[src/rtl/buddy_page_allocator_defines.svh]
// Assertion macros used by the sequencer of the buddy page allocator.
`ifndef BUDDY_PAGE_ALLOCATOR_DEFINES_SVH
`define BUDDY_PAGE_ALLOCATOR_DEFINES_SVH

// Same-cycle implication, checked out of reset.
`define BPA_ASSERT_NOW(label, clk, rst, pre, post) \
   label: assert property (@(posedge clk) disable iff (rst) (pre) |-> (post)) \
      else $error("bpa: same-cycle property violated");

// Next-cycle implication, checked out of reset.
`define BPA_ASSERT_NEXT(label, clk, rst, pre, post) \
   label: assert property (@(posedge clk) disable iff (rst) (pre) |=> (post)) \
      else $error("bpa: next-cycle property violated");

`endif

[src/rtl/bpa_pkg.sv]
// Shared types, codes and helpers of the buddy page allocator.
package bpa_pkg;

   localparam int POOL_PAGES_DEF  = 4096;
   localparam int ORDER_COUNT_DEF = 11;

   localparam int OP_W       = 2;
   localparam int CNT_W      = 12;
   localparam int PAGE_W     = 12;
   localparam int ORD_OUT_W  = 4;
   localparam int STAT_W     = 2;
   localparam int POOL_REG_W = 13;
   localparam int RES_REG_W  = 12;

   localparam logic [POOL_REG_W-1:0] POOL_REG_RESET = 13'd4096;
   localparam logic [RES_REG_W-1:0]  RES_REG_RESET  = 12'd0;

   // Operation codes
   localparam logic [OP_W-1:0] OP_ALLOC = 2'd0;
   localparam logic [OP_W-1:0] OP_FREE  = 2'd1;
   localparam logic [OP_W-1:0] OP_INIT  = 2'd2;

   // Status codes
   localparam logic [STAT_W-1:0] STAT_OK       = 2'd0;
   localparam logic [STAT_W-1:0] STAT_NO_FREE  = 2'd1;
   localparam logic [STAT_W-1:0] STAT_BAD_CNT  = 2'd2;
   localparam logic [STAT_W-1:0] STAT_BAD_PAGE = 2'd3;

   // Register indexes
   localparam logic CSR_POOL     = 1'b0;
   localparam logic CSR_RESERVED = 1'b1;

   typedef enum logic [3:0] {
      S_IDLE,
      S_CLEAR,
      S_CARVE,
      S_PUSH_HEAD,
      S_PUSH_LINK,
      S_ALLOC_READ,
      S_ALLOC_UNLINK,
      S_SPLIT,
      S_FREE_READ,
      S_FREE_CHECK,
      S_MERGE_READ,
      S_MERGE_TEST,
      S_RESP
   } state_type;

   typedef struct packed {
      logic tag_we;
      logic next_we;
      logic prev_we;
   } mem_we_type;

   typedef struct packed {
      logic [STAT_W-1:0]    status;
      logic [ORD_OUT_W-1:0] order;
      logic [PAGE_W-1:0]    page;
   } rsp_type;

   // Index of the highest set bit, zero for zero.
   function automatic logic [4:0] high_bit(input logic [31:0] v);
      logic [4:0] r;
      r = 5'd0;
      for (int i = 0; i < 32; i++) begin
         if (v[i]) begin
            r = 5'(i);
         end
      end
      return r;
   endfunction

endpackage

[src/rtl/bpa_ctrl.sv]
// Sequencer of the buddy page allocator: free list heads, split, merge and carve steps.
`include "buddy_page_allocator_defines.svh"
module bpa_ctrl #(
   parameter int POOL_PAGES  = bpa_pkg::POOL_PAGES_DEF,
   parameter int ORDER_COUNT = bpa_pkg::ORDER_COUNT_DEF
) (
   input  logic                                 clock,
   input  logic                                 reset,
   input  logic                                 req_valid,
   output logic                                 req_ready,
   input  logic [bpa_pkg::OP_W-1:0]             req_op,
   input  logic [bpa_pkg::CNT_W-1:0]            req_count,
   input  logic [bpa_pkg::PAGE_W-1:0]           req_page,
   input  logic [bpa_pkg::POOL_REG_W-1:0]       pool_cfg,
   input  logic [bpa_pkg::RES_REG_W-1:0]        res_cfg,
   input  logic                                 slot_free,
   output logic                                 res_valid,
   output bpa_pkg::rsp_type                     res_data,
   output logic [$clog2(POOL_PAGES)-1:0]        rd_addr,
   output bpa_pkg::mem_we_type                  we,
   output logic [$clog2(POOL_PAGES)-1:0]        tag_wa,
   output logic [$clog2(ORDER_COUNT):0]         tag_wd,
   output logic [$clog2(POOL_PAGES)-1:0]        next_wa,
   output logic [$clog2(POOL_PAGES):0]          next_wd,
   output logic [$clog2(POOL_PAGES)-1:0]        prev_wa,
   output logic [$clog2(POOL_PAGES):0]          prev_wd,
   input  logic [$clog2(ORDER_COUNT):0]         tag_rd,
   input  logic [$clog2(POOL_PAGES):0]          next_rd,
   input  logic [$clog2(POOL_PAGES):0]          prev_rd
);
   localparam int PW = $clog2(POOL_PAGES);
   localparam int LW = PW + 1;
   localparam int OW = $clog2(ORDER_COUNT);
   localparam int AW = (PW > 15 ? PW : 15) + 2;
   localparam int MAX_COUNT = 1 << (ORDER_COUNT - 1);
   localparam logic [LW-1:0] NIL = LW'(POOL_PAGES);
   localparam logic [OW-1:0] MAXO = OW'(ORDER_COUNT - 1);
   localparam logic [PW-1:0] LAST_PAGE = PW'(POOL_PAGES - 1);
   localparam int OP_W_L = bpa_pkg::OP_W;

   bpa_pkg::state_type state_ff, state_in;
   logic [OP_W_L-1:0] op_ff, op_in;
   logic [OW-1:0] ord_ff, ord_in;
   logic [OW-1:0] i_ff, i_in;
   logic [PW-1:0] cur_ff, cur_in;
   logic [PW-1:0] buddy_ff, buddy_in;
   logic [OW-1:0] push_ord_ff, push_ord_in;
   logic [PW-1:0] push_page_ff, push_page_in;
   logic [LW-1:0] old_head_ff, old_head_in;
   logic [AW-1:0] carve_page_ff, carve_page_in;
   logic [AW-1:0] left_ff, left_in;
   logic [PW-1:0] clear_addr_ff, clear_addr_in;
   logic          boot_ff, boot_in;
   logic [LW-1:0] head_ff [ORDER_COUNT];
   logic [LW-1:0] head_in [ORDER_COUNT];
   logic [bpa_pkg::STAT_W-1:0]    rst_ff, rst_in;
   logic [bpa_pkg::ORD_OUT_W-1:0] rord_ff, rord_in;
   logic [bpa_pkg::PAGE_W-1:0]    rpg_ff, rpg_in;

   // Request decode
   logic [AW-1:0] pool_eff, res_ext, page_ext, req_sz;
   logic [4:0]    cnt_log, rord5, carve_lg;
   logic          cnt_pow2, count_bad, free_bad, found;
   logic [OW-1:0] req_ord, found_ord, carve_ord;
   // Merge step
   logic [AW-1:0] cur_ext, off, msz, buddy_a;
   logic          merge_ok, buddy_free, tag_match, head_valid, old_valid;
   logic          after_init, after_alloc;

   always_comb begin
      pool_eff  = (32'(pool_cfg) > POOL_PAGES) ? AW'(POOL_PAGES) : AW'(pool_cfg);
      res_ext   = AW'(res_cfg);
      page_ext  = AW'(req_page);
      cnt_log   = bpa_pkg::high_bit(32'(req_count));
      cnt_pow2  = (req_count & (req_count - 1'b1)) == '0;
      rord5     = cnt_log + {4'd0, !cnt_pow2};
      req_ord   = OW'(rord5);
      count_bad = (req_count == '0) || (32'(req_count) > MAX_COUNT);
      req_sz    = AW'(1) << req_ord;
      free_bad  = (page_ext < res_ext) || (page_ext + req_sz > pool_eff)
                  || (((page_ext - res_ext) & (req_sz - 1'b1)) != '0);
      found     = 1'b0;
      found_ord = '0;
      for (int k = ORDER_COUNT - 1; k >= 0; k--) begin
         if ((OW'(k) >= req_ord) && (head_ff[k] < NIL)) begin
            found     = 1'b1;
            found_ord = OW'(k);
         end
      end
      carve_lg  = bpa_pkg::high_bit(32'(left_ff));
      carve_ord = (32'(carve_lg) > ORDER_COUNT - 1) ? MAXO : OW'(carve_lg);
      cur_ext   = AW'(cur_ff);
      off       = cur_ext - res_ext;
      msz       = AW'(1) << i_ff;
      buddy_a   = ((off & msz) != '0) ? cur_ext - msz : cur_ext + msz;
      merge_ok  = ((32'(i_ff) + 1) < ORDER_COUNT) && (buddy_a + msz <= pool_eff);
      buddy_free = tag_rd == {1'b1, i_ff};
      tag_match  = tag_rd == {1'b0, ord_ff};
      head_valid = next_rd < NIL;
      old_valid  = old_head_ff < NIL;
      after_init  = op_ff == bpa_pkg::OP_INIT;
      after_alloc = op_ff == bpa_pkg::OP_ALLOC;
   end

   // Next state
   always_comb begin
      state_in = state_ff;
      case (state_ff)
         bpa_pkg::S_IDLE: begin
            if (req_valid) begin
               case (req_op)
                  bpa_pkg::OP_ALLOC: begin
                     state_in = (!count_bad && found) ? bpa_pkg::S_ALLOC_READ
                                                      : bpa_pkg::S_RESP;
                  end
                  bpa_pkg::OP_FREE: begin
                     state_in = (!count_bad && !free_bad) ? bpa_pkg::S_FREE_READ
                                                          : bpa_pkg::S_RESP;
                  end
                  bpa_pkg::OP_INIT: state_in = bpa_pkg::S_CLEAR;
                  default:          state_in = bpa_pkg::S_RESP;
               endcase
            end
         end
         bpa_pkg::S_CLEAR: begin
            if (clear_addr_ff == LAST_PAGE) begin
               if (boot_ff) begin
                  state_in = bpa_pkg::S_IDLE;
               end else if (res_ext >= pool_eff) begin
                  state_in = bpa_pkg::S_RESP;
               end else begin
                  state_in = bpa_pkg::S_CARVE;
               end
            end
         end
         bpa_pkg::S_CARVE: begin
            state_in = (left_ff == '0) ? bpa_pkg::S_RESP : bpa_pkg::S_PUSH_HEAD;
         end
         bpa_pkg::S_PUSH_HEAD: begin
            if (head_ff[push_ord_ff] < NIL) begin
               state_in = bpa_pkg::S_PUSH_LINK;
            end else if (after_init) begin
               state_in = bpa_pkg::S_CARVE;
            end else if (after_alloc) begin
               state_in = bpa_pkg::S_SPLIT;
            end else begin
               state_in = bpa_pkg::S_RESP;
            end
         end
         bpa_pkg::S_PUSH_LINK: begin
            if (after_init) begin
               state_in = bpa_pkg::S_CARVE;
            end else if (after_alloc) begin
               state_in = bpa_pkg::S_SPLIT;
            end else begin
               state_in = bpa_pkg::S_RESP;
            end
         end
         bpa_pkg::S_ALLOC_READ:   state_in = bpa_pkg::S_ALLOC_UNLINK;
         bpa_pkg::S_ALLOC_UNLINK: state_in = bpa_pkg::S_SPLIT;
         bpa_pkg::S_SPLIT: begin
            state_in = (i_ff > ord_ff) ? bpa_pkg::S_PUSH_HEAD : bpa_pkg::S_RESP;
         end
         bpa_pkg::S_FREE_READ:    state_in = bpa_pkg::S_FREE_CHECK;
         bpa_pkg::S_FREE_CHECK: begin
            state_in = tag_match ? bpa_pkg::S_MERGE_READ : bpa_pkg::S_RESP;
         end
         bpa_pkg::S_MERGE_READ: begin
            state_in = merge_ok ? bpa_pkg::S_MERGE_TEST : bpa_pkg::S_PUSH_HEAD;
         end
         bpa_pkg::S_MERGE_TEST: begin
            state_in = buddy_free ? bpa_pkg::S_MERGE_READ : bpa_pkg::S_PUSH_HEAD;
         end
         bpa_pkg::S_RESP: begin
            if (slot_free) begin
               state_in = bpa_pkg::S_IDLE;
            end
         end
         default: state_in = bpa_pkg::S_IDLE;
      endcase
   end

   // Datapath, memory controls and handshake outputs
   always_comb begin
      op_in         = op_ff;
      ord_in        = ord_ff;
      i_in          = i_ff;
      cur_in        = cur_ff;
      buddy_in      = buddy_ff;
      push_ord_in   = push_ord_ff;
      push_page_in  = push_page_ff;
      old_head_in   = old_head_ff;
      carve_page_in = carve_page_ff;
      left_in       = left_ff;
      clear_addr_in = clear_addr_ff;
      boot_in       = boot_ff;
      head_in       = head_ff;
      rst_in        = rst_ff;
      rord_in       = rord_ff;
      rpg_in        = rpg_ff;
      req_ready     = 1'b0;
      res_valid     = 1'b0;
      rd_addr       = cur_ff;
      we            = '0;
      tag_wa        = cur_ff;
      tag_wd        = '0;
      next_wa       = push_page_ff;
      next_wd       = head_ff[push_ord_ff];
      prev_wa       = push_page_ff;
      prev_wd       = NIL;
      case (state_ff)
         bpa_pkg::S_IDLE: begin
            req_ready = 1'b1;
            if (req_valid) begin
               op_in   = req_op;
               ord_in  = req_ord;
               rst_in  = bpa_pkg::STAT_OK;
               rord_in = '0;
               rpg_in  = '0;
               case (req_op)
                  bpa_pkg::OP_ALLOC: begin
                     if (count_bad) begin
                        rst_in = bpa_pkg::STAT_BAD_CNT;
                     end else begin
                        rord_in = bpa_pkg::ORD_OUT_W'(req_ord);
                        i_in    = found_ord;
                        cur_in  = head_ff[found_ord][PW-1:0];
                        if (!found) begin
                           rst_in = bpa_pkg::STAT_NO_FREE;
                        end
                     end
                  end
                  bpa_pkg::OP_FREE: begin
                     if (count_bad) begin
                        rst_in = bpa_pkg::STAT_BAD_CNT;
                     end else begin
                        rord_in = bpa_pkg::ORD_OUT_W'(req_ord);
                        cur_in  = PW'(req_page);
                        if (free_bad) begin
                           rst_in = bpa_pkg::STAT_BAD_PAGE;
                        end else begin
                           rpg_in = req_page;
                        end
                     end
                  end
                  bpa_pkg::OP_INIT: begin
                     clear_addr_in = '0;
                     for (int k = 0; k < ORDER_COUNT; k++) begin
                        head_in[k] = NIL;
                     end
                  end
                  default: begin
                  end
               endcase
            end
         end
         bpa_pkg::S_CLEAR: begin
            // Sweep every tag back to used, order zero
            we.tag_we     = 1'b1;
            tag_wa        = clear_addr_ff;
            clear_addr_in = clear_addr_ff + 1'b1;
            if (clear_addr_ff == LAST_PAGE) begin
               boot_in       = 1'b0;
               carve_page_in = res_ext;
               left_in       = pool_eff - res_ext;
            end
         end
         bpa_pkg::S_CARVE: begin
            push_ord_in   = carve_ord;
            push_page_in  = carve_page_ff[PW-1:0];
            carve_page_in = carve_page_ff + (AW'(1) << carve_ord);
            left_in       = left_ff - (AW'(1) << carve_ord);
         end
         bpa_pkg::S_PUSH_HEAD: begin
            // Link the block in front of the old head
            we.tag_we  = 1'b1;
            we.next_we = 1'b1;
            we.prev_we = 1'b1;
            tag_wa     = push_page_ff;
            tag_wd     = {1'b1, push_ord_ff};
            old_head_in = head_ff[push_ord_ff];
            head_in[push_ord_ff] = LW'(push_page_ff);
         end
         bpa_pkg::S_PUSH_LINK: begin
            we.prev_we = old_valid;
            prev_wa    = old_head_ff[PW-1:0];
            prev_wd    = LW'(push_page_ff);
         end
         bpa_pkg::S_ALLOC_READ: begin
            rd_addr = cur_ff;
         end
         bpa_pkg::S_ALLOC_UNLINK: begin
            // Drop the head block from its list and mark it allocated
            head_in[i_ff] = next_rd;
            we.prev_we    = head_valid;
            prev_wa       = next_rd[PW-1:0];
            prev_wd       = NIL;
            we.tag_we     = 1'b1;
            tag_wa        = cur_ff;
            tag_wd        = {1'b0, ord_ff};
         end
         bpa_pkg::S_SPLIT: begin
            if (i_ff > ord_ff) begin
               push_ord_in  = i_ff - 1'b1;
               push_page_in = PW'(cur_ext + (AW'(1) << (i_ff - 1'b1)));
               i_in         = i_ff - 1'b1;
            end else begin
               rpg_in = bpa_pkg::PAGE_W'(cur_ff);
            end
         end
         bpa_pkg::S_FREE_READ: begin
            rd_addr = cur_ff;
         end
         bpa_pkg::S_FREE_CHECK: begin
            if (tag_match) begin
               we.tag_we = 1'b1;
               tag_wa    = cur_ff;
               tag_wd    = '0;
               i_in      = ord_ff;
            end else begin
               rst_in = bpa_pkg::STAT_BAD_PAGE;
               rpg_in = '0;
            end
         end
         bpa_pkg::S_MERGE_READ: begin
            buddy_in = PW'(buddy_a);
            rd_addr  = PW'(buddy_a);
            if (!merge_ok) begin
               push_ord_in  = i_ff;
               push_page_in = cur_ff;
            end
         end
         bpa_pkg::S_MERGE_TEST: begin
            if (buddy_free) begin
               // Unlink the buddy and fold the pair into one block
               if (prev_rd < NIL) begin
                  we.next_we = 1'b1;
                  next_wa    = prev_rd[PW-1:0];
                  next_wd    = next_rd;
               end else begin
                  head_in[i_ff] = next_rd;
               end
               we.prev_we = head_valid;
               prev_wa    = next_rd[PW-1:0];
               prev_wd    = prev_rd;
               we.tag_we  = 1'b1;
               tag_wd     = '0;
               if (buddy_ff < cur_ff) begin
                  tag_wa = cur_ff;
                  cur_in = buddy_ff;
               end else begin
                  tag_wa = buddy_ff;
               end
               i_in = i_ff + 1'b1;
            end else begin
               push_ord_in  = i_ff;
               push_page_in = cur_ff;
            end
         end
         bpa_pkg::S_RESP: begin
            res_valid = slot_free;
         end
         default: begin
         end
      endcase
   end

   assign res_data.status = rst_ff;
   assign res_data.order  = rord_ff;
   assign res_data.page   = rpg_ff;

   // Control state
   always_ff @(posedge clock) begin
      if (reset) begin
         state_ff      <= bpa_pkg::S_CLEAR;
         boot_ff       <= 1'b1;
         clear_addr_ff <= '0;
         for (int k = 0; k < ORDER_COUNT; k++) begin
            head_ff[k] <= NIL;
         end
      end else begin
         state_ff      <= state_in;
         boot_ff       <= boot_in;
         clear_addr_ff <= clear_addr_in;
         head_ff       <= head_in;
      end
   end

   // Working registers
   always_ff @(posedge clock) begin
      op_ff         <= op_in;
      ord_ff        <= ord_in;
      i_ff          <= i_in;
      cur_ff        <= cur_in;
      buddy_ff      <= buddy_in;
      push_ord_ff   <= push_ord_in;
      push_page_ff  <= push_page_in;
      old_head_ff   <= old_head_in;
      carve_page_ff <= carve_page_in;
      left_ff       <= left_in;
      rst_ff        <= rst_in;
      rord_ff       <= rord_in;
      rpg_ff        <= rpg_in;
   end

   `BPA_ASSERT_NOW(a_split_order, clock, reset, state_ff == bpa_pkg::S_SPLIT, i_ff >= ord_ff)
   `BPA_ASSERT_NOW(a_merge_range, clock, reset, state_ff == bpa_pkg::S_MERGE_TEST, (32'(i_ff) + 1) < ORDER_COUNT)
   `BPA_ASSERT_NEXT(a_clear_end, clock, reset, state_ff == bpa_pkg::S_CLEAR && clear_addr_ff == LAST_PAGE, state_ff != bpa_pkg::S_CLEAR)
   `BPA_ASSERT_NOW(a_alloc_head, clock, reset, state_ff == bpa_pkg::S_ALLOC_READ, head_ff[i_ff] == LW'(cur_ff))

endmodule

[config.mk]
export PLATFORM = sky130hd
export DESIGN_NAME = bpa_ctrl
export DESIGN_NICKNAME = d
export VERILOG_FILES = /design/src/rtl/bpa_pkg.sv /design/src/rtl/bpa_ctrl.sv
export VERILOG_INCLUDE_DIRS = /design/src /design/src/rtl
export SDC_FILE = /design/constraint.sdc
export NUM_CORES = 1
export LEC_CHECK = 0
export BUFFER_PORTS_ARGS = -buffer_cell sky130_fd_sc_hd__buf_2
export CORE_MARGIN = 2
export CORE_UTILIZATION = 34
export DETAILED_ROUTE_END_ITERATION = 6
export SLEW_MARGIN = 15
export SYNTH_ARGS = -nofsm -noshare
export SYNTH_HDL_FRONTEND = slang
export SYNTH_SLANG_ARGS = --single-unit
[constraint.sdc]
create_clock -name clock -period 20.6 [get_ports clock]
set_input_delay 4.12 -clock clock [delete_from_list [all_inputs] [get_ports clock]]
set_output_delay 4.12 -clock clock [all_outputs]
set_load 0.01 [all_outputs]
== Word level (Yosys, flattened, before mapping) ==
Cells that the tools add are included.
Word-level totals
  bits of input ports: 86
  output and inout port bits: 102
  logic and storage cells: 336
  bits in registers: 275
Operators by class
  muxes and demuxes: 152
  add/subtract/negate cells: 17
  reduce and logical (&&, ||, !) cells: 52
  bitwise operators: 7
  $lt $le $gt $ge: 41
  equal/unequal tests: 36
  shift-type cells: 4
Operators with widths (count)
  $mux 143: 4
  $pmux 143 s4: 1
  $mux 12: 25
  $bwmux 143: 2
  $lt 13x13->1 const B: 15
  $mux 4: 43
  $mux 13: 9
  $pmux 12 s3: 3
  $bmux 13 s4: 2
  $demux 13 s4: 2
  $mux 5: 15
  $pmux 12 s2: 3
  $pmux 17 s2: 2
  $pmux 4 s13: 1
  $mux 17: 3
  $shl 1x4->17 const A: 3
  $pmux 12 s4: 1
  $add 12x17->17: 2
  $add 17x17->17: 2
  $and 17x17->17: 2
  $reduce_bool 17->1: 2
  $pmux 4 s4: 2
  $ne 2x2->1 const B: 13
  $pmux 13 s2: 1
  69 further kinds: 151

== Longest topological paths before layout ==
Gate-level depths: netlist (run 1).
  depth in word-level cells: 33
  gate-level depth with buffers: 38

== Least setup slack after synthesis (run 1) ==
Ideal clock, no wire load.
  path type: input to output
  start point: input port res_cfg[0] (netlist name)
  end point: output port rd_addr[11]
  arrival time: 8.622 ns
  data required time: 16.480 ns
  stages on the path: 22
  path slack: 7.858 ns
  path buffers: 1
  path through: ha_1 fa_1 nand2b_1 a21o_1 a211oi_2 o21ai_0 a221o_1 a2111o_1 nor3_1 clkbuf_1 o21ai_0 xnor2_1 ha_1 or3_1 o21ai_0 o21bai_1 o21ai_0 o21a_1 nor2_1 xnor2_1 nand2_1 o21ai_0
Between the ends
  word-level cells in the longest chain between the ends: 5
Ends and longest elaborated chain
  start: declaration: RTL line bpa_ctrl.sv:15  | input logic [bpa_pkg::RES_REG_W-1:0] res_cfg,
  $sub 12x12->13: RTL line bpa_ctrl.sv:93  | off = cur_ext - res_ext;
  $and 17x17->17: RTL line bpa_ctrl.sv:95  | buddy_a = ((off & msz) != '0) ? cur_ext - msz : cur_ext + msz;
  $reduce_bool 17->1: RTL line bpa_ctrl.sv:95
  $mux 17: RTL line bpa_ctrl.sv:95
  net buddy_a[11]: RTL line bpa_ctrl.sv:66  | logic [AW-1:0] cur_ext, off, msz, buddy_a;
  $mux 12: RTL line bpa_ctrl.sv:211  | case (state_ff)
  end: declaration: RTL line bpa_ctrl.sv:19  | output logic [$clog2(POOL_PAGES)-1:0] rd_addr,
The timed path passes the listed nets, and every way through them passes these cells.

== Final worst setup path (run 1) ==
  start point: input port res_cfg[0] (netlist name)
  end point: output port rd_addr[10]
The elaborated chain is that of the path after synthesis.

==> results of run 1 <==
==> through the flow <==
step	total power (µW)	setup slack, ns
after global placement	739	7.19
after detailed placement	739	7.19
after floorplan	677	7.86
after CTS	1310	7.15
final	1310	7.05
after global routing	1350	6.76
==> worst paths after layout <==
kind | to | slack [ns]
hold reg to reg | head_ff[130]$_SDFFE_PP0P_ | 0.53
setup / recovery | rd_addr[10] | 7.05
setup reg to reg | push_page_ff[9]$_DFFE_PP_ | 11.21
hold / removal | head_ff[130]$_SDFFE_PP0P_ | 0.53
==> area by class of cell <==
class	instances	area, µm²	share of cell area, %
sequential	270	6510	24.3
timing repair buffer	227	1250	4.67
tap	940	1180	4.39
antenna	1	2.50	0.00933
multi-input combinational	2412	16300	60.8
inverter	142	533	1.99
clock buffer	49	946	3.53
clock inverter	7	90.1	0.336
==> metal layers <==
metal | track usage, % | wire (µm) | up-vias
li1 | - | - | 11200
met1 | 38.6 | 44200 | 11900
met2 | 41.8 | 45200 | 1484
met3 | 6.17 | 12100 | 261
met4 | 13.5 | 5800 | 8
met5 | 0 | 48 | -
==> logic make-up (layout without fill, tap and decap cells) <==
family                     count (synthesis)  count (layout)  share of synthesized area [%]
xor gates and xnor gates                 104             104                           3.83
and+or+nand+nor                         1029            1029                           19.5
buffers and inverters                    323             425                           5.24
other                                      1               6                         0.0156
AOI/OAI and AO/OA                        944             944                           26.0
adders and majority gates                183             183                           9.80
muxes                                    147             147                           8.49
DFF                                      270             270                           27.1
==> placed cells by master (no fill, tap or decap), types with 42 or more instances in the layout <==
| cell type | synthesis | final |
|---|---|---|
| a21o_1 | 48 | 48 |
| a21oi_1 | 120 | 119 |
| a22oi_1 | 164 | 164 |
| buf_2 | 23 | 186 |
| dfxtp_1 | 160 | 160 |
| edfxtp_1 | 110 | 110 |
| ha_1 | 171 | 171 |
| inv_1 | 135 | 135 |
| mux2i_1 | 74 | 74 |
| mux4_2 | 42 | 42 |
| nand2_1 | 357 | 357 |
| nand3_1 | 42 | 42 |
| nor2_1 | 343 | 337 |
| o21ai_0 | 292 | 290 |
| o22ai_1 | 49 | 49 |
| xnor2_1 | 65 | 65 |
==> power by group through the flow <==
stage          Clock [µW]  Combinational (µW)  Sequential [µW]
2_1_floorplan           0                 110              568
3_3_place_gp            0                 171              568
3_5_place_dp            0                 171              568
4_1_cts               578                 172              556
5_1_grt               599                 190              556
6_report              579                 177              556
==> sequential cells by signal, indices dropped and copies added (netlist names) <==
signal	count
op_ff	2
rpg_ff	12
state_ff	4
push_ord_ff	4
rst_ff	2
push_page_ff	12
buddy_ff	12
rord_ff	4
carve_page_ff	12
left_ff	17
cur_ff	12
i_ff	4
old_head_ff	13
ord_ff	4
clear_addr_ff	12
boot_ff	1
head_ff	143
==> worst min-delay path, cell delays in order (launching register included) <==
cell and delay [ns]:
dfxtp_1 0.34, a22oi_1 0.09, nor2_1 0.07
==> impl_metrics.toml, run 1 <==
[pwr]
peakVddDrop_v = 0.0000571
combPwrFrac_pct = 13.5
pwr_density_cell_nw_per_um2 = 48.9
p_sw_share_pct = 28.1
p_seq_share_pct = 42.4
clkPwrFrac_pct = 44.1
p_switching_uw = 368
p_leak_uw = 0.0107
internal_power_uw = 944

[setup_path]
critical_path_depth = 23
crit_type = "input pin to output port"
cpPeakStageDelay_ns = 0.50
rr_startpoint = "cur_ff[0]$_DFFE_PP_"
cp-startpoint = "res_cfg[0]"
rr_worst_depth = 33
crit_arrival_ns = 9.43
cp_top_family = "compound AO/OA/AOI/OAI gates"
path_cells = "buf_2 > ha_1 > fa_1 > nand2b_1 > a21o_1 > a211oi_2 > o21ai_0 > a221o_1 > a2111o_1 > or3_1 > nor2_1 > xnor2_1 > ha_1 > a21o_1 > a21oi_1 > nor2b_1 > nor2_1 > o31ai_1 > nor2_1 > xnor2_1 > nand2_1 > o21ai_0 > buf_2"
cp-end-kind = "output port"
critPathLaunchType = "input pin"
slowest_stage = "or3_1"
critPathMaxFanout = 7
required_ns = 16.48
cpMostUsedCell = "nor2_1"
worstPathBufferInverterCount = 2

[timing]
holdWs_ns = 0.534
rsz0062_at_grt = "no"
finalClockSkew_ns = 0.0191
fin_crit_sh_pct = 65.8
relSlewSlack_pct = 16.2
tns_ns = 0
setup_viol_count_final = 0
tightest_slew_ns = 1.25
fmax_mhz = 73.8
hold_violations = 0
slew_viol_final = 0
period_needed_ns = 13.55

[drt]
first_pass_iters = 7
vias = 24900
wirelength_um = 107000
drt_iter0_markers = 3190
routedWlPerCell_um = 26.5
drc = 0
ant_nets = 0
viasPerCell = 6.15

[final_layout]
drive_gt1_share_pct = 12.9
nNetsFinal = 3349
area_growth_pct = 11.8
utilization_pct = 38.4
fin_area_um2 = 26800
fin_cells = 4048
n_fill_cell = 7326

[grt]
grt_pass1_wl_um = 155000
antenna_found_initial = 4
grt_pass1_vias = 22800
grt_use_total_pct = 28.2
grt_max_degree = 157
overflow = 0

[floorplan]
die_y_um = 270
rows = 97
die_w_um = 270
dieArea_um2 = 72700
initial_core_util_pct = 34.3
io_pins = 188
core_um2 = 69900

[cts]
clkTransAtPathRegs_ns = 0.06
cts_root_buf = "clkbuf_16"
post_cts_resized = 0
post-cts-setup-buffer-count = 0
cts_hold_buf = 0
cts_sinks = 270
worstSkewPairLatency_ns = 0.62
cts_made_buffers = 30
cts_buffer_depth = 3
cts_htree_levels = 1
cts_tree = "built"

[worst_hold_path]
min_from = "head_ff[130]$_SDFFE_PP0P_"
worstHoldPathCells = 2
hp-class = "flop to flop"

[logic_synthesis]
yosysSeqAreaShare_pct = 27.1
synth-edff-count = 110
yosys-top-cells-area = "edfxtp_1 14%, dfxtp_1 13%, ha_1 8.9%"
yosysTopAreaCell = "edfxtp_1"
yosys_warnings = 0
synthDominantCellAreaShare_pct = 13.8
syn_inst = 3001
synth-seq-cells = 270
ys_types = 97
synth_ff_type = "dfxtp_1"
syn-cell-area_um2 = 24000
ys_top_cells_by_count = "357 x nand2_1, 343 x nor2_1, 292 x o21ai_0"
syn_avg_cell_area_um2 = 7.99
synth_most_common_cell = "nand2_1"
async_flop_share_pct = 0

[job]
max_cap_violations = 0

[place]
portBuffers = 187
placedInstanceArea_um2 = 25800
globalplace.congestion = 1.00
dpl.cell_count = 3991
hpwl_um = 79100

[outcome]
status = "finished, final reports clean"
No activity file was read; power rests on OpenSTA's default activity.
==> run 2: changes to the inputs <==
--- a/config.mk
+++ b/config.mk
@@ -6,6 +6,7 @@
 export SDC_FILE = /design/constraint.sdc
 export NUM_CORES = 1
 export LEC_CHECK = 0
+export ABC_AREA = 1
 export BUFFER_PORTS_ARGS = -buffer_cell sky130_fd_sc_hd__buf_2
 export CORE_MARGIN = 2
 export CORE_UTILIZATION = 34
==> constraint.sdc (replaced) <==
create_clock -name clock -period 13.2 [get_ports clock]
set_input_delay 2.64 -clock clock [delete_from_list [all_inputs] [get_ports clock]]
set_output_delay 2.64 -clock clock [all_outputs]
set_load 0.01 [all_outputs]
==> run 2 against run 1 <==
  * The flow now finishes with violations (DRC)
  * Clock power is 68% higher
  * Design area is 1.5% higher
  * Hold slack worse by 0.072 ns
  * Final cell count is 16% higher
  * Critical path type unchanged
  * Largest cell class unchanged
  * Highest routed layer unchanged
==> impl_metrics.toml, run 2 <==
[timing]
slew_viol_final = 0
tightest_slew_ns = 1.22
holdWs_ns = 0.463
period_needed_ns = 10.25
rsz0062_at_grt = "no"
setup_viol_count_final = 0
fin_crit_sh_pct = 77.7
fmax_mhz = 97.6
finalClockSkew_ns = 0.0226
tns_ns = 0
relSlewSlack_pct = 18.9
hold_violations = 0

[place]
portBuffers = 187
hpwl_um = 79700
placedInstanceArea_um2 = 26100
globalplace.congestion = 1.01
dpl.cell_count = 4625

[final_layout]
final_common_cell = "nand2_1"
layout_common_cells = "689 x nand2_1, 518 x inv_1, 304 x a21oi_1"
reg.largest.list = "head_ff (143), left_ff (17), old_head_ff (13)"
top_register = "head_ff"
largest_reg_flops = 143
fin_cells = 4686
fin_area_um2 = 27200
drive_gt1_share_pct = 11.5
area_growth_pct = 11.7
nNetsFinal = 3979

[logic_synthesis]
async_flop_share_pct = 0
synth-edff-count = 110
yosysTopAreaCell = "edfxtp_1"
synth_most_common_cell = "nand2_1"
ys_types = 64
synth-seq-cells = 270
yosys-top-cells-area = "edfxtp_1 14%, dfxtp_1 13%, nand2_1 11%"
synthDominantCellAreaShare_pct = 13.5
syn-cell-area_um2 = 24400
ys_top_cells_by_count = "690 x nand2_1, 519 x inv_1, 304 x a21oi_1"
yosysSeqAreaShare_pct = 26.7
syn_avg_cell_area_um2 = 6.75
syn_inst = 3614
yosys_warnings = 0
synth_ff_type = "dfxtp_1"

[setup_path]
cp-end-kind = "output port"
rr_startpoint = "i_ff[2]$_DFFE_PP_"
endpoint = "rd_addr[11]"
slowest_stage = "o21ai_0"
crit_arrival_ns = 7.61
rr_worst_depth = 37
critPathMaxFanout = 15
cp-startpoint = "res_cfg[0]"
crit_type = "input pin to output port"
critPathLaunchType = "input pin"
cpPeakStageDelay_ns = 0.42
required_ns = 10.56
cpMostUsedCell = "nand2_1"
reg2reg_slack_ns = 4.07
worst_r2r_endpoint = "push_page_ff[5]$_DFFE_PP_"

[cts]
cts_tree = "built"
cts_sinks = 270
cts_root_buf = "clkbuf_16"
cts_made_buffers = 35
post-cts-setup-buffer-count = 0
worstSkewPairLatency_ns = 0.58
cts_buffer_depth = 3
clkTransAtPathRegs_ns = 0.06
cts_hold_buf = 0
post_cts_resized = 0
cts_htree_levels = 2

[floorplan]
io_pins = 188
die_y_um = 272
initial_core_util_pct = 34.2
die_w_um = 272
core_um2 = 71200
dieArea_um2 = 73900
rows = 98

[outcome]
violations = "DRC"
status = "complete, but fails checks"

[drt]
wirelength_um = 109000
routedWlPerCell_um = 23.2
vias = 27100
drc = 17
viasPerCell = 5.78
first_pass_iters = 7
ant_nets = 0
drt_iter0_markers = 3767

[pwr]
peakVddDrop_v = 0.0000688
pwr_density_cell_nw_per_um2 = 75.8
p_leak_uw = 0.0113

[grt]
grt_pass1_vias = 24900
overflow = 0
grt_use_total_pct = 28.4
grt_pass1_wl_um = 159000
grt_max_degree = 101
antenna_found_initial = 4

[worst_hold_path]
hp-class = "flop to flop"
min_from = "head_ff[16]$_SDFFE_PP0P_"

[job]
max_cap_violations = 0
-- run 2: layout make-up --
| cell class | instances | area [µm²] |
|---|---|---|
| Timing Repair Buffer | 232 | 1280 |
| Multi-Input combinational cell | 2626 | 15100 |
| Clock inverter | 15 | 150 |
| Clock buffer | 44 | 940 |
| Inverter | 548 | 2060 |
| Tap cell | 950 | 1190 |
| Sequential cell | 270 | 6510 |
| Fill cell | 7686 | 44000 |
| Antenna cell | 1 | 2.50 |
-- run 2: critical path, delay by kind of cell --
family	cells	cell delay, ns
AND/OR/NAND/NOR	14	1.37
AO/OA/AOI/OAI	10	2.01
XOR/XNOR	1	0.19
buffers and inverters	4	0.48
adder cells (fa/ha/maj)	3	0.91
-- run 2: worst min path at each step --
stage,to,cells past startpoint,slack [ns]
3_5_place_dp,head_ff[16]$_SDFFE_PP0P_,2,0.45
3_3_place_gp,head_ff[15]$_SDFFE_PP0P_,2,0.45
5_1_grt,head_ff[16]$_SDFFE_PP0P_,2,0.48
6_report,head_ff[16]$_SDFFE_PP0P_,2,0.46
4_1_cts,head_ff[16]$_SDFFE_PP0P_,2,0.46
2_1_floorplan,boot_ff$_SDFFE_PP1P_,2,0.44
-- run 2: report_power, final --
part           switching [µW]  leakage [µW]  internal (µW)  total [µW]
Sequential              0.703       0.00225            866         867
Combinational             155       0.00855           71.4         226
Clock                     425      0.000527            546         970
-- run 2: kinds of logic after synthesis --
group | synth area share, %
buffers and inverters | 11.5
multiplexers | 0.0411
other | 0.0154
AO/OA/AOI/OAI | 25.0
adder cells (fa/ha/maj) | 9.51
flip-flops | 26.7
XOR/XNOR | 2.73
AND/OR/NAND/NOR | 24.5
-- run 2: per-layer routing --
layer,vias up,routed length (µm),global-route usage (%)
li1,12600,-,-
met1,12600,44500,38.2
met2,1620,45000,42.3
met3,309,13000,6.82
met4,4,5960,14.1
met5,-,25,0
-- run 2: metrics by stage --
step / setup WS (ns) / power (µW) / util [%]
after detailed placement: 2.67 / 1100 / 36.7
after floorplan: 3.98 / 1020 / -
after CTS: 3.05 / 2060 / 38.2
after global routing: 2.33 / 2120 / 38.2
final: 2.95 / 2060 / 38.2
after global placement: 2.78 / 1100 / 36.7
